## src/rtl/grmc_pkg.sv

```systemverilog
// shared types, constants and the month table of the GPS resync millisecond clock
package grmc_pkg;

	// item kinds carried in the slave tuser
	localparam logic [1:0] MODE_TICK = 2'd0;
	localparam logic [1:0] MODE_FIX  = 2'd1;
	localparam logic [1:0] MODE_READ = 2'd2;

	// configuration register indexes
	localparam logic [1:0] REG_SYNC_ENABLE   = 2'd0;
	localparam logic [1:0] REG_ZONE_HOURS    = 2'd1;
	localparam logic [1:0] REG_RESYNC_THRESH = 2'd2;

	// configuration reset values
	localparam logic        SYNC_ENABLE_RST   = 1'b1;
	localparam logic [4:0]  ZONE_HOURS_RST    = 5'd0;
	localparam logic [15:0] RESYNC_THRESH_RST = 16'd2;

	// time constants
	localparam logic [9:0]  MS_PER_SEC     = 10'd1000;
	localparam logic [9:0]  MS_MAX         = 10'd999;
	localparam logic [16:0] MS_PER_CENTI   = 17'd10;
	localparam logic [16:0] DAYS_PER_YEAR  = 17'd365;
	localparam logic [33:0] SEC_PER_DAY    = 34'd86400;
	localparam logic [31:0] SEC_PER_HOUR   = 32'd3600;
	localparam logic [31:0] SEC_PER_MIN    = 32'd60;
	localparam logic [11:0] YEAR_BASE      = 12'd2000;
	// epoch of 2000-01-01 less one day, since the day count is kept one high
	localparam logic [31:0] EPOCH_LESS_DAY = 32'd946598400;
	// reciprocal of 1000 scaled by 2^20, rounded down
	localparam logic [26:0] RECIP_MS       = 27'd1048;
	localparam int          RECIP_SHIFT    = 20;

	// one accepted input beat
	typedef struct packed {
		logic [1:0]  mode;
		logic [11:0] fix_year;
		logic [3:0]  fix_month;
		logic [4:0]  fix_day;
		logic [4:0]  fix_hour;
		logic [5:0]  fix_minute;
		logic [5:0]  fix_second;
		logic [6:0]  fix_centi;
		logic [15:0] fix_age_ms;
	} fix_item_t;

	// converted GPS time handed to the state stage
	typedef struct packed {
		logic [1:0]  mode;
		logic [31:0] gps_sec;
		logic [9:0]  gps_ms;
	} fix_time_t;

	// days before the first of month m in a common year, m already clamped to 1..12
	function automatic logic [8:0] days_before_month(input logic [3:0] m);
		logic [8:0] d;
		case (m)
			4'd1:    d = 9'd0;
			4'd2:    d = 9'd31;
			4'd3:    d = 9'd59;
			4'd4:    d = 9'd90;
			4'd5:    d = 9'd120;
			4'd6:    d = 9'd151;
			4'd7:    d = 9'd181;
			4'd8:    d = 9'd212;
			4'd9:    d = 9'd243;
			4'd10:   d = 9'd273;
			4'd11:   d = 9'd304;
			4'd12:   d = 9'd334;
			default: d = 9'd0;
		endcase
		return d;
	endfunction

endpackage

```

## src/rtl/grmc_fix_pipe.sv

```systemverilog
// input register and calendar conversion pipeline turning a GPS fix into Unix seconds and ms
module grmc_fix_pipe (
	input  logic                clk,
	input  logic                arst_n,
	input  logic                in_valid,
	output logic                in_ready,
	input  grmc_pkg::fix_item_t in_item,
	input  logic [4:0]          zone_hours,
	output logic                out_valid,
	input  logic                out_ready,
	output grmc_pkg::fix_time_t out_time
);

	// stage valids and payloads
	logic v_s1, v_s2, v_s3, v_s4;
	logic adv_s1, adv_s2, adv_s3, adv_s4;

	grmc_pkg::fix_item_t item_s1;

	logic [1:0]  mode_s2;
	logic [16:0] days_p1_s2;
	logic [4:0]  hour_s2;
	logic [5:0]  minute_s2;
	logic [5:0]  second_s2;
	logic [16:0] total_ms_s2;

	logic [1:0]  mode_s3;
	logic [31:0] base_sec_s3;
	logic [6:0]  q_est_s3;
	logic [16:0] total_ms_s3;

	grmc_pkg::fix_time_t time_s4;

	// stage 1 to 2: day count and total milliseconds
	logic [11:0] yr_off;
	logic [7:0]  yr8;
	logic [3:0]  mon_c;
	logic [8:0]  cum_days;
	logic        leap_add;
	logic [8:0]  yr_p3;
	logic [16:0] days_p1;
	logic [16:0] total_ms;

	// stage 2 to 3: base seconds and quotient estimate
	logic signed [16:0] zone_sec;
	logic [31:0]        zone_ext;
	logic [33:0]        day_prod;
	logic [31:0]        base_sec;
	logic [26:0]        recip_prod;

	// stage 3 to 4: quotient correction
	logic [16:0] qk;
	logic [10:0] rem_est;
	logic [6:0]  q_fix;
	logic [9:0]  ms_fix;

	// ready chain, bubbles are squeezed out
	assign adv_s4   = !v_s4 || out_ready;
	assign adv_s3   = !v_s3 || adv_s4;
	assign adv_s2   = !v_s2 || adv_s3;
	assign adv_s1   = !v_s1 || adv_s2;
	assign in_ready = adv_s1;

	always_comb begin
		yr_off   = (item_s1.fix_year >= grmc_pkg::YEAR_BASE) ?
			(item_s1.fix_year - grmc_pkg::YEAR_BASE) : item_s1.fix_year;
		yr8      = yr_off[7:0];
		if (item_s1.fix_month == 4'd0) begin
			mon_c = 4'd1;
		end else if (item_s1.fix_month > 4'd12) begin
			mon_c = 4'd12;
		end else begin
			mon_c = item_s1.fix_month;
		end
		cum_days = grmc_pkg::days_before_month(mon_c);
		leap_add = (mon_c > 4'd2) && (yr8[1:0] == 2'd0);
		yr_p3    = {1'b0, yr8} + 9'd3;
		days_p1  = 17'(item_s1.fix_day) + 17'(cum_days) + 17'(leap_add)
			+ 17'(yr8) * grmc_pkg::DAYS_PER_YEAR + 17'(yr_p3[8:2]);
		total_ms = 17'(item_s1.fix_centi) * grmc_pkg::MS_PER_CENTI
			+ 17'(item_s1.fix_age_ms);
	end

	always_comb begin
		zone_sec   = $signed(zone_hours) * $signed(13'd3600);
		zone_ext   = {{15{zone_sec[16]}}, zone_sec};
		day_prod   = 34'(days_p1_s2) * grmc_pkg::SEC_PER_DAY;
		base_sec   = day_prod[31:0] + grmc_pkg::EPOCH_LESS_DAY
			+ 32'(hour_s2) * grmc_pkg::SEC_PER_HOUR
			+ 32'(minute_s2) * grmc_pkg::SEC_PER_MIN
			+ 32'(second_s2) + zone_ext;
		recip_prod = 27'(total_ms_s2) * grmc_pkg::RECIP_MS;
	end

	// the estimate is the true quotient or one below it
	always_comb begin
		qk      = 17'(q_est_s3) * 17'(grmc_pkg::MS_PER_SEC);
		rem_est = 11'(total_ms_s3 - qk);
		if (rem_est >= 11'(grmc_pkg::MS_PER_SEC)) begin
			q_fix  = q_est_s3 + 7'd1;
			ms_fix = 10'(rem_est - 11'(grmc_pkg::MS_PER_SEC));
		end else begin
			q_fix  = q_est_s3;
			ms_fix = rem_est[9:0];
		end
	end

	// stage valids
	always_ff @(posedge clk or negedge arst_n) begin
		if (!arst_n) begin
			v_s1 <= 1'b0;
			v_s2 <= 1'b0;
			v_s3 <= 1'b0;
			v_s4 <= 1'b0;
		end else begin
			if (adv_s1) v_s1 <= in_valid;
			if (adv_s2) v_s2 <= v_s1;
			if (adv_s3) v_s3 <= v_s2;
			if (adv_s4) v_s4 <= v_s3;
		end
	end

	// stage payloads
	always_ff @(posedge clk) begin
		if (adv_s1) begin
			item_s1 <= in_item;
		end
		if (adv_s2) begin
			mode_s2     <= item_s1.mode;
			days_p1_s2  <= days_p1;
			hour_s2     <= item_s1.fix_hour;
			minute_s2   <= item_s1.fix_minute;
			second_s2   <= item_s1.fix_second;
			total_ms_s2 <= total_ms;
		end
		if (adv_s3) begin
			mode_s3     <= mode_s2;
			base_sec_s3 <= base_sec;
			q_est_s3    <= recip_prod[grmc_pkg::RECIP_SHIFT+6:grmc_pkg::RECIP_SHIFT];
			total_ms_s3 <= total_ms_s2;
		end
		if (adv_s4) begin
			time_s4.mode    <= mode_s3;
			time_s4.gps_sec <= base_sec_s3 + 32'(q_fix);
			time_s4.gps_ms  <= ms_fix;
		end
	end

	assign out_valid = v_s4;
	assign out_time  = time_s4;

endmodule

```

## src/rtl/gps_resync_millisecond_clock_top.sv

```systemverilog
// top level of the millisecond clock with GPS resynchronization
//
// Every slave beat is one item; tuser carries its kind: a one-millisecond
// tick, a GPS fix or a plain read. Each item gives exactly one master beat
// with the local Unix seconds and milliseconds after the item and a flag
// that is set when a fix replaced the local time. A fix replaces the time
// when sync is enabled and the seconds differ by more than the threshold.
// Registers are written on the cfg channel (index, data), always ready.
// From slave beat to master beat an item passes an input register, three
// stages of calendar and millisecond split math, and the state stage
// that updates the clock and loads the master output register.
// Throughput is one item per cycle while the receiver takes every beat, so
// a tick can follow a fix directly. When the receiver stalls the stages
// keep filling, and slave tready drops only once every stage holds a beat.
// Reset clears the clock to zero, sync enable to 1, zone to 0 and the
// threshold to 2, and empties the pipeline.
module gps_resync_millisecond_clock_top (
	input  logic        clk,
	input  logic        arst_n,
	input  logic        s_axis_tvalid,
	output logic        s_axis_tready,
	// fix_year, fix_month, fix_day, fix_hour, fix_minute, fix_second,
	// fix_centi, fix_age_ms, zero fill
	input  logic [63:0] s_axis_tdata,
	// mode
	input  logic [1:0]  s_axis_tuser,
	output logic        m_axis_tvalid,
	input  logic        m_axis_tready,
	// unix_seconds, milliseconds, synced, zero fill
	output logic [47:0] m_axis_tdata,
	input  logic        cfg_valid,
	output logic        cfg_ready,
	input  logic [1:0]  cfg_index,
	input  logic [15:0] cfg_data
);

	// configuration registers
	logic        sync_enable_q;
	logic [4:0]  zone_hours_q;
	logic [15:0] resync_thresh_q;

	// clock state and output register
	logic [31:0] seconds_now_q;
	logic [9:0]  millis_now_q;
	logic        out_valid_q;
	logic [31:0] out_sec_q;
	logic [9:0]  out_ms_q;
	logic        out_synced_q;

	grmc_pkg::fix_item_t in_item;
	grmc_pkg::fix_time_t fix_time;
	logic                fix_valid;
	logic                fix_ready;
	logic                fix_take;

	logic [31:0] next_sec;
	logic [9:0]  next_ms;
	logic        next_synced;
	logic [31:0] diff;

	// unpack the slave beat
	assign in_item.mode       = s_axis_tuser;
	assign in_item.fix_year   = s_axis_tdata[11:0];
	assign in_item.fix_month  = s_axis_tdata[15:12];
	assign in_item.fix_day    = s_axis_tdata[20:16];
	assign in_item.fix_hour   = s_axis_tdata[25:21];
	assign in_item.fix_minute = s_axis_tdata[31:26];
	assign in_item.fix_second = s_axis_tdata[37:32];
	assign in_item.fix_centi  = s_axis_tdata[44:38];
	assign in_item.fix_age_ms = s_axis_tdata[60:45];

	grmc_fix_pipe u_fix_pipe (
		.clk        (clk),
		.arst_n     (arst_n),
		.in_valid   (s_axis_tvalid),
		.in_ready   (s_axis_tready),
		.in_item    (in_item),
		.zone_hours (zone_hours_q),
		.out_valid  (fix_valid),
		.out_ready  (fix_ready),
		.out_time   (fix_time)
	);

	assign fix_ready = !out_valid_q || m_axis_tready;
	assign fix_take  = fix_valid && fix_ready;
	assign cfg_ready = 1'b1;

	// next clock value for the item in the state stage
	always_comb begin
		next_sec    = seconds_now_q;
		next_ms     = millis_now_q;
		next_synced = 1'b0;
		diff        = (fix_time.gps_sec > seconds_now_q) ?
			(fix_time.gps_sec - seconds_now_q) : (seconds_now_q - fix_time.gps_sec);
		case (fix_time.mode)
			grmc_pkg::MODE_TICK: begin
				if (millis_now_q >= grmc_pkg::MS_MAX) begin
					next_ms  = 10'd0;
					next_sec = seconds_now_q + 32'd1;
				end else begin
					next_ms = millis_now_q + 10'd1;
				end
			end
			grmc_pkg::MODE_FIX: begin
				if (sync_enable_q && (diff > 32'(resync_thresh_q))) begin
					next_sec    = fix_time.gps_sec;
					next_ms     = fix_time.gps_ms;
					next_synced = 1'b1;
				end
			end
			default: begin
				next_sec = seconds_now_q;
			end
		endcase
	end

	// configuration writes, clock state and output valid
	always_ff @(posedge clk or negedge arst_n) begin
		if (!arst_n) begin
			sync_enable_q   <= grmc_pkg::SYNC_ENABLE_RST;
			zone_hours_q    <= grmc_pkg::ZONE_HOURS_RST;
			resync_thresh_q <= grmc_pkg::RESYNC_THRESH_RST;
			seconds_now_q   <= 32'd0;
			millis_now_q    <= 10'd0;
			out_valid_q     <= 1'b0;
		end else begin
			if (cfg_valid && cfg_ready) begin
				case (cfg_index)
					grmc_pkg::REG_SYNC_ENABLE:   sync_enable_q   <= cfg_data[0];
					grmc_pkg::REG_ZONE_HOURS:    zone_hours_q    <= cfg_data[4:0];
					grmc_pkg::REG_RESYNC_THRESH: resync_thresh_q <= cfg_data;
					default: begin
						sync_enable_q <= sync_enable_q;
					end
				endcase
			end
			if (fix_take) begin
				seconds_now_q <= next_sec;
				millis_now_q  <= next_ms;
			end
			if (fix_ready) begin
				out_valid_q <= fix_valid;
			end
		end
	end

	// output payload
	always_ff @(posedge clk) begin
		if (fix_take) begin
			out_sec_q    <= next_sec;
			out_ms_q     <= next_ms;
			out_synced_q <= next_synced;
		end
	end

	assign m_axis_tvalid = out_valid_q;
	assign m_axis_tdata  = {5'd0, out_synced_q, out_ms_q, out_sec_q};

endmodule

```

## config.mk

```make
export PLATFORM = sky130hd
export DESIGN_NAME = gps_resync_millisecond_clock_top
export DESIGN_NICKNAME = d
export VERILOG_FILES = /design/src/rtl/grmc_pkg.sv /design/src/rtl/grmc_fix_pipe.sv /design/src/rtl/gps_resync_millisecond_clock_top.sv
export SDC_FILE = /design/constraint.sdc
export NUM_CORES = 1
export LEC_CHECK = 0
export BUFFER_PORTS_ARGS = -buffer_cell sky130_fd_sc_hd__buf_2
export CELL_PAD_IN_SITES_DETAIL_PLACEMENT = 1
export CELL_PAD_IN_SITES_GLOBAL_PLACEMENT = 1
export CORE_ASPECT_RATIO = 1.2
export CORE_MARGIN = 5
export CORE_UTILIZATION = 45
export DETAILED_ROUTE_END_ITERATION = 10
export PLACE_DENSITY_LB_ADDON = 0.3
export SLEW_MARGIN = 20
export SYNTH_ARGS = -nofsm -noshare
export SYNTH_HDL_FRONTEND = slang
export SYNTH_SLANG_ARGS = --single-unit
```

## constraint.sdc

```tcl
create_clock -name clk -period 13.8 [get_ports clk]
set_input_delay 2.07 -clock clk [delete_from_list [all_inputs] [get_ports clk]]
set_output_delay 2.07 -clock clk [all_outputs]
set_load 0.05 [all_outputs]
```

==> results.toml <==
[status]
status = "finished, final reports clean"

[timing]
rsz0062_at_grt = "false"
slew_violations = 0
max-slew-margin-rel_pct = 27.1
holdWs_ps = 410
fin_worst_skew_ps = 29.3
setup_viol = 0
tightest_slew_ps = 1090
final.min_clock_period_ps = 9510
hold_viol = 0
fin_crit_sh_pct = 68.9
max_freq_mhz = 105
fin_setup_tns_ps = 0
worst_slack_ps = 4290

[placement]
placed_area_mm2 = 0.0309
dp_hpwl_mm = 62.2
gp_congestion = 0.926
port_buffers = 130
pre_cts_ws_ps = 4490

[worst_setup_path]
worst-path-buf-inv = 5
path_delay_family = "compound AO/OA/AOI/OAI gates"
cpMaxStageDelayCell = "a311oi_1"
cpPeakStageDelay_ps = 650
cp.required_ps = 14060
endpoint_kind = "register"
crit_type = "reg2reg"
worst-endpoint-arrival_ps = 9760
cp-start-kind = "register"
ff2ff_path_depth = 31
cp.depth = 31
worstPathMaxFanout = 40

[clock_tree]
clock_sinks = 324
h-tree-depth = 2
post-cts-setup-buffers = 0
root_buffer = "clkbuf_16"
cts.path.max_buffers = 3
cts_resized = 0
path_clk_slew_ps = 60
cts_inserted_buffers = 38
tritoncts = "yes"
cts_hold_buf = 0
clock_latency_ps = 580

[global_route]
grt_antenna_before_repair = 0
met1_usage_pct = 24.9
grt_overflow_total = 0
grt_max_degree = 61
first_global_vias = 24400
met3_usage_pct = 2.48
busiest_layer = "met2"
grt_pass1_wl_mm = 126
groute.usage.overall_pct = 21.4
grtUsageMet2_pct = 40.8

[cells_and_area]
fillers = 7260
drive_gt1_share_pct = 8.75
fin_nets = 3772
area_delta_synth_final_pct = 9.27
postLayoutCellArea_mm2 = 0.0322
diodes = 0

[yosys]
synthArstFlopShare_pct = 21.3
synth_cell_types = 92
netlist_instances = 2973
synth_ff_type = "edfxtp_1"
ys_warn_count = 0
synth-seq-cells = 324
avgSynthCellArea_um2 = 9.91
synth_top_cell_by_area = "edfxtp_1"
synthesis.area_mm2 = 0.0295
yosysSeqAreaShare_pct = 31.9
synth_area_leaders = "edfxtp_1 (26%), ha_1 (20%), fa_1 (8.8%), inv_1 (6.1%), dfrtp_1 (5.7%)"
yosys.area.top_type_share_pct = 26.0
synth-edff-count = 255

[route]
via_per_inst = 5.59
drt_iter0_markers = 701
drtAntennaViolNets = 0
route.detailed.drc = 0
vias = 22000
drt_wl_total_mm = 76.0
wire_per_inst_um = 19.3
first_pass_iters = 5

[floorplanning]
die_w_um = 244
num_rows = 102
die_h_um = 290
dieArea_mm2 = 0.0707
start_util_pct = 45.5
num_io_pins = 140
core_mm2 = 0.0647

[min_path]
holdPathStages = 0
hold_class = "reg2reg"

[job]
max_cap_viol_count = 0
-- per-layer routing --
metal	up-vias	routed length [um]
met5	-	0
met1	10900	30600
li1	10600	-
met2	353	40400
met3	132	2270
met4	0	2670
-- flip-flops by register name (all words and copies together), names as in the netlist, 6 cells and up --
signal,flops
u_fix_pipe.total_ms_s3,11
out_ms_q,10
u_fix_pipe.out_time,44
u_fix_pipe.second_s2,6
u_fix_pipe.q_est_s3,7
millis_now_q,10
u_fix_pipe.total_ms_s2,17
u_fix_pipe.item_s1,63
u_fix_pipe.minute_s2,6
seconds_now_q,32
u_fix_pipe.base_sec_s3,32
resync_thresh_q,16
u_fix_pipe.days_p1_s2,17
out_sec_q,32
-- area by class of cell --
class,instances,area [um^2],share of cell area (%)
clock inverter,20,256,0.797
inverter,477,1790,5.56
multi-input combinational,2094,17900,55.7
clock buffer,46,1000,3.11
timing repair buffer,146,773,2.40
tap,832,1040,3.23
sequential,324,9390,29.2
-- synthesized netlist by cell type, types with 20 or more instances --
master,count
a21o_1,65
a21oi_1,206
a31oi_1,23
and3_1,36
clkbuf_1,51
dfrtp_1,67
edfxtp_1,255
fa_1,129
ha_1,473
inv_1,476
mux2_2,26
mux2i_1,20
nand2_1,146
nand3_1,68
nand4_1,32
nor2_1,125
nor2b_1,23
nor3_1,63
o21ai_0,116
o21bai_1,36
xnor2_1,143
xor2_1,60
-- cells by family after synthesis --
kind of cell             count (synthesis)  synth area share, %
flip-flops                             324                 31.9
AND/OR/NAND/NOR                        609                 10.4
adder cells (fa/ha/maj)                602                 28.9
other                                    2               0.0255
AO/OA/AOI/OAI                          627                 13.7
XOR/XNOR                               203                 6.04
buffers and inverters                  559                 7.38
multiplexers                            47                 1.72
-- final timing paths --
kind	start	endpoint	slack [ps]
worst min-delay path	u_fix_pipe.mode_s2[1]	u_fix_pipe.mode_s3[1]	410
min in group asynchronous	arst_n	resync_thresh_q[14]	1310
worst min register to register	u_fix_pipe.mode_s2[1]	u_fix_pipe.mode_s3[1]	410
worst max-delay path	u_fix_pipe.out_time[10]	out_sec_q[20]	4290
worst max register to register	u_fix_pipe.out_time[10]	out_sec_q[20]	4290
max in group asynchronous	arst_n	seconds_now_q[25]	11310
-- worst reg2reg max path, delay by kind of cell, from the launching register on --
kind                     cells  cell delay (ps)
AO/OA/AOI/OAI               14             5150
AND/OR/NAND/NOR              8             1170
flip-flops                   1              470
XOR/XNOR                     1              360
buffers and inverters        5             1170
adder cells (fa/ha/maj)      3              890
-- through the flow --
step                      util (%)  std cells
after global placement        47.8       3873
after global routing          49.7       3939
after CTS                     49.7       3939
after floorplan                  -       2977
after detailed placement      47.8       3873
final                         49.7       3939
-- placed cells by master, fill, tap and decap left out, types with 13 or more instances in the layout --
cell / n
nor2b_1: 22
nand2_1: 144
and3_1: 36
buf_2: 129
a31oi_1: 23
nand4_1: 32
nor2_1: 124
nand3_1: 67
o21ai_0: 116
xnor2_1: 143
or3_1: 16
mux2_2: 26
dfrtp_1: 67
nand2b_1: 16
o21bai_1: 36
edfxtp_1: 255
inv_1: 475
o21a_1: 13
mux2i_1: 20
a21o_1: 65
a21oi_1: 205
fa_1: 129
o211ai_1: 17
o22ai_1: 18
xor2_1: 60
buf_4: 17
nor3_1: 63
a211o_1: 13
clkbuf_16: 38
nor4_1: 19
ha_1: 473
Power is left out: the tool's default activity adds up to more than one toggle a clock period on the data nets, which glitch-free logic cannot reach.
